--- src/design/rrr_pkg.sv ---
package rrr_pkg;

  // Fixed field widths
  localparam int unsigned ID_W  = 4;
  localparam int unsigned CMD_W = 2;

  // Default ring size
  localparam int unsigned THREAD_COUNT_DEF = 16;

  // Idle sentinel thread
  localparam logic [ID_W-1:0] IDLE_ID = '0;

  // Command codes (code 3 is unused and answers a failure)
  typedef enum logic [CMD_W-1:0] {
    CMD_INSERT  = 2'd0,
    CMD_REMOVE  = 2'd1,
    CMD_ADVANCE = 2'd2
  } rrr_cmd_e;

  // Datapath link operations, one per cycle
  typedef enum logic [2:0] {
    OP_NONE       = 3'd0,
    OP_INS_FIRST  = 3'd1,
    OP_INS_TAIL   = 3'd2,
    OP_INS_HEAD   = 3'd3,
    OP_REM_LONE   = 3'd4,
    OP_REM_UNLINK = 3'd5,
    OP_REM_CLEAR  = 3'd6,
    OP_ADV        = 3'd7
  } rrr_op_e;

  // Controller to datapath
  typedef struct packed {
    logic    capture;
    rrr_op_e op;
    logic    status_we;
    logic    status_val;
    logic    load_out;
  } rrr_ctl_t;

  // Datapath to controller
  typedef struct packed {
    logic [CMD_W-1:0] cmd;
    logic             id_bad;
    logic             is_ready;
    logic             ring_empty;
    logic             lone;
    logic             out_free;
  } rrr_sts_t;

endpackage

--- src/design/rrr_ctrl.sv ---
module rrr_ctrl
  import rrr_pkg::*;
(
  input  logic     clk_i,
  input  logic     rst_ni,
  input  logic     in_valid_i,
  output logic     in_ready_o,
  input  rrr_sts_t sts_i,
  output rrr_ctl_t ctl_o
);

  typedef enum logic [4:0] {
    ST_IDLE  = 5'b00001,
    ST_LOOK  = 5'b00010,
    ST_LINK2 = 5'b00100,
    ST_CLEAR = 5'b01000,
    ST_RESP  = 5'b10000
  } rrr_state_e;

  rrr_state_e state_q, state_d;

  // State register
  always_ff @(posedge clk_i or negedge rst_ni) begin
    if (!rst_ni) begin
      state_q <= ST_IDLE;
    end else begin
      state_q <= state_d;
    end
  end

  assign in_ready_o = (state_q == ST_IDLE);

  // Sequencing of one transaction
  always_comb begin
    state_d        = state_q;
    ctl_o          = '0;
    ctl_o.op       = OP_NONE;
    case (state_q)
      ST_IDLE: begin
        if (in_valid_i) begin
          ctl_o.capture = 1'b1;
          state_d       = ST_LOOK;
        end
      end
      ST_LOOK: begin
        ctl_o.status_we = 1'b1;
        state_d         = ST_RESP;
        case (sts_i.cmd)
          CMD_INSERT: begin
            if (sts_i.id_bad || sts_i.is_ready) begin
              ctl_o.status_val = 1'b1;
            end else if (sts_i.ring_empty) begin
              ctl_o.op = OP_INS_FIRST;
            end else begin
              ctl_o.op = OP_INS_TAIL;
              state_d  = ST_LINK2;
            end
          end
          CMD_REMOVE: begin
            if (sts_i.id_bad || !sts_i.is_ready) begin
              ctl_o.status_val = 1'b1;
            end else if (sts_i.lone) begin
              ctl_o.op = OP_REM_LONE;
            end else begin
              ctl_o.op = OP_REM_UNLINK;
              state_d  = ST_CLEAR;
            end
          end
          CMD_ADVANCE: begin
            ctl_o.op = OP_ADV;
          end
          default: begin
            ctl_o.status_val = 1'b1;
          end
        endcase
      end
      ST_LINK2: begin
        ctl_o.op = OP_INS_HEAD;
        state_d  = ST_RESP;
      end
      ST_CLEAR: begin
        ctl_o.op = OP_REM_CLEAR;
        state_d  = ST_RESP;
      end
      ST_RESP: begin
        if (sts_i.out_free) begin
          ctl_o.load_out = 1'b1;
          state_d        = ST_IDLE;
        end
      end
      default: begin
        state_d = ST_IDLE;
      end
    endcase
  end

endmodule

--- src/design/rrr_dpath.sv ---
module rrr_dpath
  import rrr_pkg::*;
#(
  parameter int unsigned THREAD_COUNT = THREAD_COUNT_DEF
) (
  input  logic             clk_i,
  input  logic             rst_ni,
  input  logic [CMD_W-1:0] cmd_i,
  input  logic [ID_W-1:0]  thread_id_i,
  input  rrr_ctl_t         ctl_i,
  output rrr_sts_t         sts_o,
  output logic             out_valid_o,
  input  logic             out_ready_i,
  output logic             status_o,
  output logic [ID_W-1:0]  run_tid_o,
  output logic [ID_W-1:0]  pend_tid_o
);

  // Only ids that fit the id field can ever be linked
  localparam int unsigned MaxIds = 1 << ID_W;
  localparam int unsigned Depth  = (THREAD_COUNT < MaxIds) ? THREAD_COUNT : MaxIds;
  localparam int unsigned IdxW   = $clog2(Depth);

  typedef logic [IdxW-1:0] idx_t;

  // Link memories and their valid bits
  idx_t             next_mem [Depth];
  idx_t             prev_mem [Depth];
  logic [Depth-1:0] next_vld_q;
  logic [Depth-1:0] prev_vld_q;

  // Captured transaction and read data
  logic [CMD_W-1:0] cmd_q;
  logic [ID_W-1:0]  tid_q;
  idx_t             rd_next_q, rd_prev_q;

  // Ring ends and thread pointers
  idx_t head_q, tail_q, running_q, upcoming_q;
  logic status_q;

  // Output register
  logic            out_valid_q;
  logic            out_status_q;
  logic [ID_W-1:0] out_cur_q, out_pend_q;

  idx_t tid_idx, rd_addr;
  logic n_we, p_we;
  idx_t n_wa, n_wd, p_wa, p_wd;

  assign tid_idx = tid_q[IdxW-1:0];
  assign rd_addr = (cmd_i == CMD_ADVANCE) ? upcoming_q : thread_id_i[IdxW-1:0];

  // Write port selection per link operation
  always_comb begin
    n_we = 1'b0;
    p_we = 1'b0;
    n_wa = tid_idx;
    n_wd = '0;
    p_wa = tid_idx;
    p_wd = '0;
    case (ctl_i.op)
      OP_INS_FIRST: begin
        n_we = 1'b1;
        n_wd = tid_idx;
        p_we = 1'b1;
        p_wd = tid_idx;
      end
      OP_INS_TAIL: begin
        n_we = 1'b1;
        n_wa = tail_q;
        n_wd = tid_idx;
        p_we = 1'b1;
        p_wd = tail_q;
      end
      OP_INS_HEAD: begin
        n_we = 1'b1;
        n_wd = head_q;
        p_we = 1'b1;
        p_wa = head_q;
        p_wd = tid_idx;
      end
      OP_REM_LONE, OP_REM_CLEAR: begin
        n_we = 1'b1;
        p_we = 1'b1;
      end
      OP_REM_UNLINK: begin
        n_we = 1'b1;
        n_wa = rd_prev_q;
        n_wd = rd_next_q;
        p_we = 1'b1;
        p_wa = rd_next_q;
        p_wd = rd_prev_q;
      end
      default: begin
      end
    endcase
  end

  // Link memory arrays
  always_ff @(posedge clk_i) begin
    if (n_we) begin
      next_mem[n_wa] <= n_wd;
    end
    if (p_we) begin
      prev_mem[p_wa] <= p_wd;
    end
  end

  // Entries never written read as zero
  always_ff @(posedge clk_i or negedge rst_ni) begin
    if (!rst_ni) begin
      next_vld_q <= '0;
      prev_vld_q <= '0;
    end else begin
      if (n_we) begin
        next_vld_q[n_wa] <= 1'b1;
      end
      if (p_we) begin
        prev_vld_q[p_wa] <= 1'b1;
      end
    end
  end

  // Registered reads and command capture
  always_ff @(posedge clk_i) begin
    if (ctl_i.capture) begin
      cmd_q     <= cmd_i;
      tid_q     <= thread_id_i;
      rd_next_q <= next_vld_q[rd_addr] ? next_mem[rd_addr] : '0;
      rd_prev_q <= prev_vld_q[rd_addr] ? prev_mem[rd_addr] : '0;
    end
  end

  // Ring ends, thread pointers and status
  always_ff @(posedge clk_i or negedge rst_ni) begin
    if (!rst_ni) begin
      head_q     <= '0;
      tail_q     <= '0;
      running_q  <= '0;
      upcoming_q <= '0;
      status_q   <= 1'b0;
    end else begin
      if (ctl_i.status_we) begin
        status_q <= ctl_i.status_val;
      end
      case (ctl_i.op)
        OP_INS_FIRST: begin
          head_q <= tid_idx;
          tail_q <= tid_idx;
        end
        OP_INS_HEAD: begin
          tail_q <= tid_idx;
        end
        OP_REM_LONE: begin
          head_q <= '0;
          tail_q <= '0;
        end
        OP_REM_UNLINK: begin
          if (head_q == tid_idx) begin
            head_q <= rd_next_q;
          end
          if (tail_q == tid_idx) begin
            tail_q <= rd_prev_q;
          end
        end
        OP_ADV: begin
          running_q  <= upcoming_q;
          upcoming_q <= (upcoming_q == '0) ? head_q : rd_next_q;
        end
        default: begin
        end
      endcase
    end
  end

  // Output valid
  always_ff @(posedge clk_i or negedge rst_ni) begin
    if (!rst_ni) begin
      out_valid_q <= 1'b0;
    end else if (ctl_i.load_out) begin
      out_valid_q <= 1'b1;
    end else if (out_ready_i) begin
      out_valid_q <= 1'b0;
    end
  end

  // Output payload
  always_ff @(posedge clk_i) begin
    if (ctl_i.load_out) begin
      out_status_q <= status_q;
      out_cur_q    <= ID_W'(running_q);
      out_pend_q   <= ID_W'(upcoming_q);
    end
  end

  assign out_valid_o = out_valid_q;
  assign status_o    = out_status_q;
  assign run_tid_o   = out_cur_q;
  assign pend_tid_o  = out_pend_q;

  // Status toward the controller
  assign sts_o.cmd        = cmd_q;
  assign sts_o.id_bad     = (tid_q == IDLE_ID) || (32'(tid_q) >= THREAD_COUNT);
  assign sts_o.is_ready   = (rd_next_q != '0);
  assign sts_o.ring_empty = (head_q == '0);
  assign sts_o.lone       = (head_q == tid_idx) && (tail_q == tid_idx);
  assign sts_o.out_free   = !out_valid_q || out_ready_i;

endmodule

--- src/design/round_robin_ready_ring.sv ---
// Channel | Handshake               | Payload
// --------+-------------------------+---------------------------------------------
// in      | in_valid_i / in_ready_o | cmd_i, thread_id_i
// out     | out_valid_o/out_ready_i | status_o, run_tid_o, pend_tid_o
//
// One transaction at a time: advance, failures, an insert into an empty ring and
// a remove of a lone thread pass through the look and response states; other
// inserts and removes pass through LINK2 or CLEAR between them. The response
// state waits while an earlier result is still unaccepted in the output register.
// The extra state is due to the one write port on each of the next and prev link
// memories. Reset clears the ring to empty and both threads to idle at once.
// A finished result waits in the output register while the next input is taken.
module round_robin_ready_ring
  import rrr_pkg::*;
#(
  parameter int unsigned THREAD_COUNT = THREAD_COUNT_DEF
) (
  input  logic             clk_i,
  input  logic             rst_ni,
  input  logic             in_valid_i,
  output logic             in_ready_o,
  input  logic [CMD_W-1:0] cmd_i,
  input  logic [ID_W-1:0]  thread_id_i,
  output logic             out_valid_o,
  input  logic             out_ready_i,
  output logic             status_o,
  output logic [ID_W-1:0]  run_tid_o,
  output logic [ID_W-1:0]  pend_tid_o
);

  rrr_ctl_t ctl;
  rrr_sts_t sts;

  // Sequencer
  rrr_ctrl u_ctrl (
    .clk_i      (clk_i),
    .rst_ni     (rst_ni),
    .in_valid_i (in_valid_i),
    .in_ready_o (in_ready_o),
    .sts_i      (sts),
    .ctl_o      (ctl)
  );

  // Link memories, pointers and result register
  rrr_dpath #(
    .THREAD_COUNT (THREAD_COUNT)
  ) u_dpath (
    .clk_i       (clk_i),
    .rst_ni      (rst_ni),
    .cmd_i       (cmd_i),
    .thread_id_i (thread_id_i),
    .ctl_i       (ctl),
    .sts_o       (sts),
    .out_valid_o (out_valid_o),
    .out_ready_i (out_ready_i),
    .status_o    (status_o),
    .run_tid_o   (run_tid_o),
    .pend_tid_o  (pend_tid_o)
  );

endmodule

--- config.mk ---
export PLATFORM = sky130hd
export DESIGN_NAME = round_robin_ready_ring
export DESIGN_NICKNAME = d
export VERILOG_FILES = /design/src/design/rrr_pkg.sv /design/src/design/rrr_ctrl.sv /design/src/design/rrr_dpath.sv /design/src/design/round_robin_ready_ring.sv
export SDC_FILE = /design/constraint.sdc
export NUM_CORES = 1
export LEC_CHECK = 0
export BUFFER_PORTS_ARGS = -buffer_cell sky130_fd_sc_hd__buf_2
export CORE_MARGIN = 10
export CORE_UTILIZATION = 56
export CTS_BUF_LIST = sky130_fd_sc_hd__clkbuf_4 sky130_fd_sc_hd__clkbuf_8 sky130_fd_sc_hd__clkbuf_16
export DETAILED_ROUTE_END_ITERATION = 16
export PLACE_DENSITY = 0.81
export SYNTH_ARGS = -nofsm -noshare
export SYNTH_HDL_FRONTEND = slang
export SYNTH_SLANG_ARGS = --single-unit
--- constraint.sdc ---
create_clock -name clk_i -period 2.88 [get_ports clk_i]
set_clock_uncertainty 0.2 [all_clocks]
set_input_delay 0.576 -clock clk_i [delete_from_list [all_inputs] [get_ports clk_i]]
set_output_delay 0.576 -clock clk_i [all_outputs]
set_load 0.01 [all_outputs]
==> run summary, run 1 <==
#FFs+latches synth - 206
Final Hold Viols - 0
number of warnings printed during yosys synthesis - 0
CTS Sinks - 206
adder-cell share of the synthesized area - 0%
fraction of layout cells with a size suffix above 1 - 38.7%
library cells used by synthesis - 73
top-level port count - 21
number of max-slew violations in the final report - 0
Top FF cell, synth - sky130_fd_sc_hd__edfxtp_1
simple-gate share of the synthesized area - 17.1%
EDFF count, synth - 151
die area - 0.0219 mm^2
worst relative slew slack - 48.4%
vias in the first global route - 7313
worst r2r src - u_dpath.tid_idx[0]
H-Tree Level Count - 1
number of CTS-inserted buffers - 22
peak supply drop - 0.000637 V
violation count after the first detailed-routing iteration - 922
number of max-capacitance violations reported - 0
Syn Std Cell Area - 0.00919 mm^2
violations in the final reports - setup timing
power per cell area - 820 mW/mm^2
complex-gate fraction of the synthesized area - 10.6%
total routed wirelength - 27500 um
Worst Slack Setup Final - -318 ps
termination of the worst setup path - u_dpath.next_mem[1][0]
via-per-instance ratio - 6.29
RSZ-0062 raised after global routing - true
average wire per standard cell - 23.7 um
Data required, critical path - 2900 ps
Clock Pin Slew Worst Setup and Hold Paths - 60 ps
First-pass DRT Iterations - 5
die outline height - 148 um
initial cell density of the core - 57.5%
dominant combinational cell family by area after synthesis - simple AND/OR/NAND/NOR gates
number of filler instances in the final layout - 945
HPWL Detailed - 17100 um
xor-xnor portion of the synthesized cell area - 1.03%
largest net degree at the start of global routing - 39
routed via count - 7299
initial antenna violation count - 0
worst setup slack for register-to-register paths - -320 ps
Tightest Pin Transition - 773 ps
Syn Nets - 747
sequential area share after synthesis - 64.3%
FF-to-FF End - u_dpath.next_mem[1][0]
asr flop ratio synth - 26.7%
final-report setup violation count - 290
width of the die - 148 um
All-Layer GR Usage - 23.2%
Final GP Congestion - 0.928
signed area change from the synthesized netlist to the final layout - 33.5%
number of cells on the worst reg-to-reg path - 11
core region area - 0.0160 mm^2
row count - 46
Final nets - 938
Worst setup SP type - register
maximum fanout along the worst path - 15
Ant. Diodes - 0
CTS Root Buffer Type - sky130_fd_sc_hd__clkbuf_16
Period minus WS final - 3200 ps
sum of internal, switching and leakage power - 0.0101 W
Final Cycle Share - 111%
fraction of synthesized area in multiplexers - 4.65%
arrival time worst endpoint - 3220 ps
beginning of the critical path - u_dpath.tid_idx[0]
number of design rule violations left after detail routing - 0
number of I/O port buffers - 20
GRT overflow - 0
result of the run - finished with violations
TritonCTS clock tree - built
global-route wire length before repair - 40400 um
maximum frequency from static timing analysis - 0.313 GHz
average size of a mapped cell - 12.5 um^2
source-to-sink clock delay at the later pin of the worst-skew pair - 520 ps
number of buffers on the longest clock path - 3
final total negative setup slack - -38420 ps
type of the most critical hold path - in -> reg
category of the most critical setup path - reg -> reg
post-detailed-route count of antenna-violating nets - 0
leak pwr - 4.96 nW
Cells after Synth - 737
type of destination of the critical path - register
-- cell families after synthesis --
family / Yosys count
and+or+nand+nor: 328
DFF: 206
AOI/OAI and AO/OA: 117
buffers and inverters: 45
muxes: 31
xor gates and xnor gates: 10
-- synth_stat cells (9+ instances only) --
cell / n / area share (%)
sky130_fd_sc_hd__mux2_2: 14 / 1.7
sky130_fd_sc_hd__nand3_1: 42 / 2.3
sky130_fd_sc_hd__or2_1: 18 / 1.2
sky130_fd_sc_hd__a311oi_1: 24 / 2.3
sky130_fd_sc_hd__o21ai_0: 13 / 0.71
sky130_fd_sc_hd__mux2i_1: 9 / 0.98
sky130_fd_sc_hd__o21bai_1: 10 / 0.82
sky130_fd_sc_hd__nand2_1: 172 / 7.0
sky130_fd_sc_hd__and3_1: 17 / 1.2
sky130_fd_sc_hd__dfrtp_1: 54 / 15
sky130_fd_sc_hd__edfxtp_1: 151 / 49
sky130_fd_sc_hd__clkbuf_1: 23 / 0.94
sky130_fd_sc_hd__nor2_1: 29 / 1.2
sky130_fd_sc_hd__nor3_1: 14 / 0.76
-- power by group --
| group | internal, W | switching [W] |
|---|---|---|
| Clock | 0.00176 | 0.00116 |
| Sequential | 0.00368 | 0.000424 |
| Combinational | 0.00143 | 0.00159 |
| Total | 0.00688 | 0.00318 |
-- per-stage QoR --
step                util [%]  hold WS (ps)  instances  cell area [um^2]  worst slack (ps)
global route            76.7          66.1       1160             12300              -395
CTS                     74.4          42.7       1148             11900             -88.1
global placement        66.9           228       1089             10700              -478
floorplan                  -          80.4        737              9200             -33.0
finish                  76.7          48.3       1160             12300              -318
detailed placement      66.9           230       1089             10700              -431
-- repair_timing --
action,CTS,global route
gates resized for setup,63,53
hold buffers,1,0
endpoints found under the hold margin,27,0
endpoints found under the setup margin,209,216
pin swaps,11,16
buffers inserted,18,12
-- registers in the layout (all words and copies together), names as in the netlist --
name	flops
u_dpath.cmd_q	2
u_dpath.out_valid_o	1
u_dpath.head_q	4
u_dpath.status_o	1
u_dpath.rd_next_q	4
u_dpath.rd_prev_q	4
u_dpath.tail_q	4
u_dpath.running_q	4
u_dpath.run_tid_o	4
u_dpath.upcoming_q	4
u_dpath.tid_idx	4
u_ctrl.state_q	5
u_dpath.pend_tid_o	4
u_dpath.next_vld_q	16
u_dpath.next_mem	64
u_dpath.status_q	1
u_dpath.prev_mem	64
u_dpath.prev_vld_q	16
-- worst max-delay path, cell delays in order (launching register included) --
cell	delay, ps
sky130_fd_sc_hd__edfxtp_1	520
sky130_fd_sc_hd__buf_6	190
sky130_fd_sc_hd__xnor2_2	240
sky130_fd_sc_hd__nand4_2	220
sky130_fd_sc_hd__o211ai_4	320
sky130_fd_sc_hd__inv_6	120
sky130_fd_sc_hd__buf_4	180
sky130_fd_sc_hd__a22oi_2	220
sky130_fd_sc_hd__o311ai_2	160
sky130_fd_sc_hd__buf_4	200
sky130_fd_sc_hd__nor3_1	150
sky130_fd_sc_hd__buf_4	180
-- layer usage --
| layer | up-vias | global-route usage, % | wire length, um |
|---|---|---|---|
| met1 | 3611 | 28.6 | 10200 |
| met3 | 118 | 4.64 | 2070 |
| met4 | 0 | 10.8 | 1470 |
| li1 | 3143 | - | - |
| met2 | 427 | 38.6 | 13800 |
| met5 | - | 0 | 0 |
-- cell type report --
class | instances | area (um^2) | share of cell area [%]
flip-flops and latches | 206 | 5910 | 48.2
multi-input cells | 486 | 3590 | 29.2
repair buffers | 206 | 1710 | 14.0
clock buffers | 29 | 646 | 5.26
well taps | 216 | 270 | 2.20
clock inverters | 11 | 113 | 0.917
inverters | 6 | 32.5 | 0.265
-- cell usage in the layout, fill, tap and decap left out, types with 11 or more instances in the layout --
master and n:
sky130_fd_sc_hd__a311oi_1 24, sky130_fd_sc_hd__and3_1 16, sky130_fd_sc_hd__buf_12 12, sky130_fd_sc_hd__buf_2 20
sky130_fd_sc_hd__buf_4 156, sky130_fd_sc_hd__buf_6 17, sky130_fd_sc_hd__clkbuf_16 23, sky130_fd_sc_hd__dfrtp_1 54
sky130_fd_sc_hd__edfxtp_1 151, sky130_fd_sc_hd__mux2_2 14, sky130_fd_sc_hd__nand2_1 172, sky130_fd_sc_hd__nand3_1 37
sky130_fd_sc_hd__nor2_1 13, sky130_fd_sc_hd__nor2_4 11, sky130_fd_sc_hd__o21ai_0 13, sky130_fd_sc_hd__or2_1 18
-- how the worst min path moves through the flow --
stage / startpoint / end / slack [ps] / depth (start not counted)
final: in_valid_i / u_ctrl.state_q[0] / 50 / 2
after global routing: cmd_i[0] / u_dpath.cmd_q[0] / 70 / 1
after CTS: in_valid_i / u_ctrl.state_q[0] / 40 / 2
after detailed placement: u_dpath.running_q[2] / u_dpath.run_tid_o[2] / 230 / 0
after global placement: u_dpath.running_q[0] / u_dpath.run_tid_o[0] / 230 / 0
after floorplan: rst_ni / u_ctrl.state_q[1] / 80 / 0
(Power assumes the default switching activity.)
==> run 2: changes to the inputs <==
Settings changed: BUFFER_PORTS_ARGS -buffer_cell sky130_fd_sc_hd__buf_2 to -buffer_cell sky130_fd_sc_hd__buf_4, CORE_UTILIZATION 56 to 60, PLACE_DENSITY 0.81 to 0.83, SLEW_MARGIN from default to 20.
Clock period 2.88 ns to 3 ns, I/O delays scaled along.
==> run 2 against run 1 <==
- the run still ends with setup timing left
- worst setup slack improved by 300 ps
- sequential power fell by 5.4%
- worst hold slack improved by 37 ps
- sequential share of layout area rose by 3.9 points
- critical path type unchanged
- critical endpoint is now u_dpath.next_mem[12][2]
==> run summary, run 2 (synthesis results as in run 1) <==
sequential standard cell area - 0.00591 mm^2
result of the run - finished with violations
row count - 45
multi-input gate area in the final layout - 0.00330 mm^2
number of I/O port buffers - 20
vias in the first global route - 7013
First-pass DRT Iterations - 5
initial cell density of the core - 60.9%
post-detailed-route count of antenna-violating nets - 0
type of destination of the critical path - register
CTS Sinks - 206
Final Cycle Share - 101%
leak pwr - 4.53 nW
termination of the worst setup path - u_dpath.next_mem[12][2]
core region area - 0.0151 mm^2
maximum fanout along the worst path - 5
Final Hold Viols - 0
instance area at placement - 0.0104 mm^2
commonest cells after routing, fill and taps aside - sky130_fd_sc_hd__nand2_1, sky130_fd_sc_hd__edfxtp_1, sky130_fd_sc_hd__buf_4, sky130_fd_sc_hd__dfrtp_1, sky130_fd_sc_hd__nand3_1
top-level port count - 21
CTS Root Buffer Type - sky130_fd_sc_hd__clkbuf_16
number of design rule violations left after detail routing - 0
average wire per standard cell - 22.8 um
width of the die - 144 um
number of filler instances in the final layout - 906
maximum frequency from static timing analysis - 0.332 GHz
number of CTS-inserted buffers - 21
routed via count - 6886
Worst setup SP type - register
Tightest Pin Transition - 733 ps
global-route wire length before repair - 37700 um
number of max-slew violations in the final report - 0
signed area change from the synthesized netlist to the final layout - 23.4%
GRT overflow - 0
via-per-instance ratio - 6.44
largest net degree at the start of global routing - 56
category of the most critical setup path - reg -> reg
violation count after the first detailed-routing iteration - 736
Ant. Diodes - 0
violations in the final reports - setup timing
worst setup slack for register-to-register paths - -20 ps
number of max-capacitance violations reported - 0
fraction of layout cells with a size suffix above 1 - 30.8%
worst relative slew slack - 51.1%
TritonCTS clock tree - built
Data required, critical path - 3050 ps
die outline height - 144 um
initial antenna violation count - 0
Period minus WS final - 3020 ps
final total negative setup slack - -60.4 ps
arrival time worst endpoint - 3070 ps
Final nets - 878
source-to-sink clock delay at the later pin of the worst-skew pair - 490 ps
top flop regs - u_dpath.next_mem (64), u_dpath.prev_mem (64)
number of cells on the worst reg-to-reg path - 10
beginning of the critical path - u_dpath.head_q[1]
final-report setup violation count - 4
peak supply drop - 0.000512 V
number of buffers on the longest clock path - 3
H-Tree Level Count - 1
All-Layer GR Usage - 23.4%
cell area after layout - 0.0113 mm^2
die area - 0.0207 mm^2
Setup Slack @ Placement - -134 ps
FF-to-FF End - u_dpath.next_mem[12][2]
HPWL Detailed - 15700 um
total routed wirelength - 24400 um
RSZ-0062 raised after global routing - true
Worst Slack Setup Final - -15.6 ps
power per cell area - 785 mW/mm^2
Final GP Congestion - 0.943
type of the most critical hold path - in -> reg
worst r2r src - u_dpath.head_q[1]
most common library cell in the layout ignoring fill and taps - sky130_fd_sc_hd__nand2_1
Clock Pin Slew Worst Setup and Hold Paths - 70 ps
run 2: cell count changes in the layout (fill, tap and decap cells not counted), sizes merged:
| cell | previous run | this run |
|---|---|---|
| buf | 205 | 146 |
| clkbuf | 29 | 28 |
| clkinv | 7 | 6 |
| inv | 7 | 6 |
run 2: power by group:
| group | internal, W | switching, W |
|---|---|---|
| sequential | 0.00353 | 0.000358 |
| clock | 0.00154 | 0.00105 |
| combinational | 0.00112 | 0.00131 |
| total | 0.00620 | 0.00271 |
run 2: how the worst min path moves through the flow:
stage | from | end | slack [ps] | cells after the start
final | in_valid_i | u_ctrl.state_q[0] | 90 | 2
after global routing | in_valid_i | u_ctrl.state_q[0] | 80 | 2
after CTS | in_valid_i | u_ctrl.state_q[0] | 70 | 2
after detailed placement | u_dpath.running_q[2] | u_dpath.run_tid_o[2] | 230 | 0
after global placement | u_dpath.running_q[3] | u_dpath.run_tid_o[3] | 230 | 0
after floorplan | rst_ni | u_ctrl.state_q[1] | 100 | 0
run 2: per-layer routing:
metal	GRT usage (%)	vias up	routed length, um
met1	28.2	3356	9130
met3	4.09	116	2110
met4	11.7	0	1160
li1	-	3008	-
met2	39.9	406	12100
met5	0	-	0
run 2: worst max-delay path: stages (launching register included):
cell and delay [ps]:
sky130_fd_sc_hd__dfrtp_1 440, sky130_fd_sc_hd__nor4_1 400, sky130_fd_sc_hd__buf_4 210, sky130_fd_sc_hd__a31oi_4 100, sky130_fd_sc_hd__or2_2 320, sky130_fd_sc_hd__a31o_2 270
sky130_fd_sc_hd__a21oi_1 220, sky130_fd_sc_hd__nand2b_1 280, sky130_fd_sc_hd__buf_4 150, sky130_fd_sc_hd__nor2_1 40, sky130_fd_sc_hd__buf_4 140
run 2: what timing repair did:
| action | in CTS | in global routing |
|---|---|---|
| setup endpoints to repair | 56 | 191 |
| gates cloned | 0 | 0 |
| setup buffers | 4 | 7 |
| hold buffers | 1 | 0 |
| hold endpoints to repair | 6 | 0 |
| pin swaps | 0 | 8 |
| resized for setup | 12 | 29 |
run 2: cell type report:
class                      count  share of cell area (%)
clock buffer                  28                    5.15
clock inverter                 9                   0.860
inverter                       6                   0.243
multi-input combinational    486                    29.1
sequential                   206                    52.1
tap                          188                    2.07
timing repair buffer         147                    10.4
run 2: metrics by stage:
stage / hold slack (ps) / instances / power [W] / utilization (%)
finish: 85.7 / 1070 / 0.00891 / 75.2
global route: 75.4 / 1070 / 0.00923 / 75.2
CTS: 70.3 / 1063 / 0.00874 / 73.9
detailed placement: 230 / 1021 / 0.00610 / 68.7
global placement: 227 / 1021 / 0.00600 / 68.7
floorplan: 104 / 737 / 0.00513 / -
==> run 3: changes to the inputs <==
Settings changed: PLACE_DENSITY 0.83 to 0.74.
==> run 3 against run 2 <==
- the flow still finishes with violations (setup timing)
- cell area increased by 2.8%
- highest routed layer unchanged
- critical path depth is the same
- via count down 2.1%
- sequential power about the same
- critical endpoint is now u_dpath.next_mem[2][3]
- largest cell class unchanged
- fmax is 1.5% lower
- worst hold slack got worse by 15 ps
- global-route usage shrank 0.96 points
==> run summary, run 3 (synthesis results as in run 1) <==
result of the run - finished with violations
violations in the final reports - setup timing
total routed wirelength - 23300 um
multi-input gate area in the final layout - 0.00343 mm^2
sequential standard cell area - 0.00591 mm^2
sw power - 0.00269 W
Final Cycle Share - 102%
worst r2r src - u_dpath.tid_idx[3]
worst relative slew slack - 47.7%
FF-to-FF End - u_dpath.next_mem[2][3]
leak pwr - 4.70 nW
die area - 0.0207 mm^2
type of the most critical hold path - in -> reg
cell area after layout - 0.0117 mm^2
cell breakdown of the critical path - nor4_4 -> nor3_2 -> o211ai_4 -> inv_6 -> a22o_1 -> buf_4 -> a21o_1 -> buf_4 -> nor3_4 -> buf_4
Top cell by count, worst path - sky130_fd_sc_hd__buf_4
All-Layer GR Usage - 22.5%
signed area change from the synthesized netlist to the final layout - 26.9%
number of max-slew violations in the final report - 0
stage delay of the slowest cell on the critical path - 560 ps
First-pass DRT Iterations - 5
source-to-sink clock delay at the later pin of the worst-skew pair - 490 ps
vias in the first global route - 6893
Clock Pin Slew Worst Setup and Hold Paths - 60 ps
number of CTS-inserted buffers - 22
number of cells on the worst reg-to-reg path - 10
Setup Slack @ Placement - -176 ps
top flop regs - u_dpath.next_mem (64), u_dpath.prev_mem (64)
internal power of the cells - 0.00644 W
instance area at placement - 0.0104 mm^2
routed via count - 6740
part of the total power dissipated in combinational logic - 27.5%
part of the power in registers - 42.3%
Period minus WS final - 3060 ps
worst setup slack for register-to-register paths - -60 ps
Data required, critical path - 3010 ps
power per cell area - 783 mW/mm^2
initial cell density of the core - 60.9%
commonest cells after routing, fill and taps aside - sky130_fd_sc_hd__nand2_1, sky130_fd_sc_hd__edfxtp_1, sky130_fd_sc_hd__buf_4, sky130_fd_sc_hd__dfrtp_1, sky130_fd_sc_hd__nand3_1
relative contribution of the clock network to total power - 30.1%
category of the most critical setup path - reg -> reg
final-report setup violation count - 45
final total negative setup slack - -1500 ps
number of design rule violations left after detail routing - 0
Tightest Pin Transition - 785 ps
initial antenna violation count - 0
maximum fanout along the worst path - 17
GRT overflow - 0
violation count after the first detailed-routing iteration - 619
row count - 45
H-Tree Level Count - 1
RSZ-0062 raised after global routing - true
largest net degree at the start of global routing - 56
most common library cell in the layout ignoring fill and taps - sky130_fd_sc_hd__nand2_1
core region area - 0.0151 mm^2
HPWL Detailed - 15700 um
TritonCTS clock tree - built
Hold EP - u_ctrl.state_q[0]
CTS Root Buffer Type - sky130_fd_sc_hd__clkbuf_16
type of destination of the critical path - register
die outline height - 144 um
average wire per standard cell - 21.5 um
number of filler instances in the final layout - 927
Ant. Diodes - 0
Hold Path Stages - 2
number of buffers on the longest clock path - 3
Worst setup SP type - register
maximum frequency from static timing analysis - 0.327 GHz
via-per-instance ratio - 6.21
Final GP Congestion - 0.903
number of I/O port buffers - 20
CTS Sinks - 206
peak supply drop - 0.000464 V
fraction of layout cells with a size suffix above 1 - 33.2%
post-detailed-route count of antenna-violating nets - 0
Slowest cell on crit path - sky130_fd_sc_hd__edfxtp_1
top-level port count - 21
Worst Slack Setup Final - -62.3 ps
arrival time worst endpoint - 3070 ps
global-route wire length before repair - 36500 um
Net Sw Frac - 29.5%
width of the die - 144 um
number of max-capacitance violations reported - 0
Final Hold Viols - 0
launch instance of the worst min-delay path - in_valid_i
Final nets - 891
-- run 3: cell count changes in the layout (fill, tap and decap cells not counted), sizes merged --
cell and delta:
buf +12, bufinv +1, clkinv +3, clkinvlp -1
-- run 3: worst max path at each step --
stage                               from  cells after the start                 endpoint  slack, ps
finish                u_dpath.tid_idx[3]                     10   u_dpath.next_mem[2][3]        -60
global route        u_dpath.rd_next_q[0]                     10   u_dpath.next_mem[5][3]       -140
CTS                   u_dpath.tid_idx[2]                      9   u_dpath.next_mem[4][3]       -100
detailed placement  u_dpath.rd_next_q[0]                      7  u_dpath.prev_mem[15][3]       -180
global placement    u_dpath.rd_next_q[0]                      9   u_dpath.next_mem[8][3]       -120
floorplan             u_dpath.tid_idx[2]                      7   u_dpath.next_mem[0][1]         50
-- run 3: through the flow --
| step | util [%] | std cells | total power [W] | hold WS (ps) |
|---|---|---|---|---|
| 2_1_floorplan | - | 737 | 0.00513 | 104 |
| 3_3_place_gp | 68.9 | 1024 | 0.00603 | 229 |
| 3_5_place_dp | 68.9 | 1024 | 0.00611 | 231 |
| 4_1_cts | 74.8 | 1069 | 0.00894 | 55.9 |
| 5_1_grt | 77.3 | 1085 | 0.00953 | 70.2 |
| 6_report | 77.3 | 1085 | 0.00914 | 70.4 |
-- run 3: routing by layer --
layer  GRT usage, %  vias to the layer above  routed length [um]
met2           37.2                      314               11400
met3           3.70                       90                1690
met1           28.1                     3306                9200
met5              0                        -                   0
li1               -                     3030                   -
met4           11.3                        0                1090
-- run 3: what timing repair did --
action | in CTS | in global routing
resized for setup | 19 | 55
buffers inserted | 4 | 15
endpoints found under the setup margin | 129 | 194
gates cloned | 0 | 1
endpoints found under the hold margin | 31 | 0
pin swaps | 1 | 21
hold buffers | 1 | 0
-- run 3: power groups by stage --
stage / sequential [W] / combinational, W / clock, W
after CTS: 0.00386 / 0.00228 / 0.00279
after global routing: 0.00391 / 0.00270 / 0.00292
after global placement: 0.00389 / 0.00214 / 0
after floorplan: 0.00379 / 0.00134 / 0
final: 0.00387 / 0.00252 / 0.00275
after detailed placement: 0.00390 / 0.00220 / 0
-- run 3: worst max-delay path: cells and delay by family (launching register included) --
family,cells,cell delay [ps]
AOI/OAI and AO/OA,3,630
DFF,1,560
buffers and inverters,4,620
and+or+nand+nor,3,760
-- run 3: layout make-up --
| type | instances | area share [%] |
|---|---|---|
| clock inverter | 12 | 1.12 |
| multi-input combinational | 486 | 29.4 |
| tap | 188 | 2.02 |
| clock buffer | 28 | 5.31 |
| inverter | 6 | 0.257 |
| sequential | 206 | 50.7 |
| timing repair buffer | 159 | 11.2 |
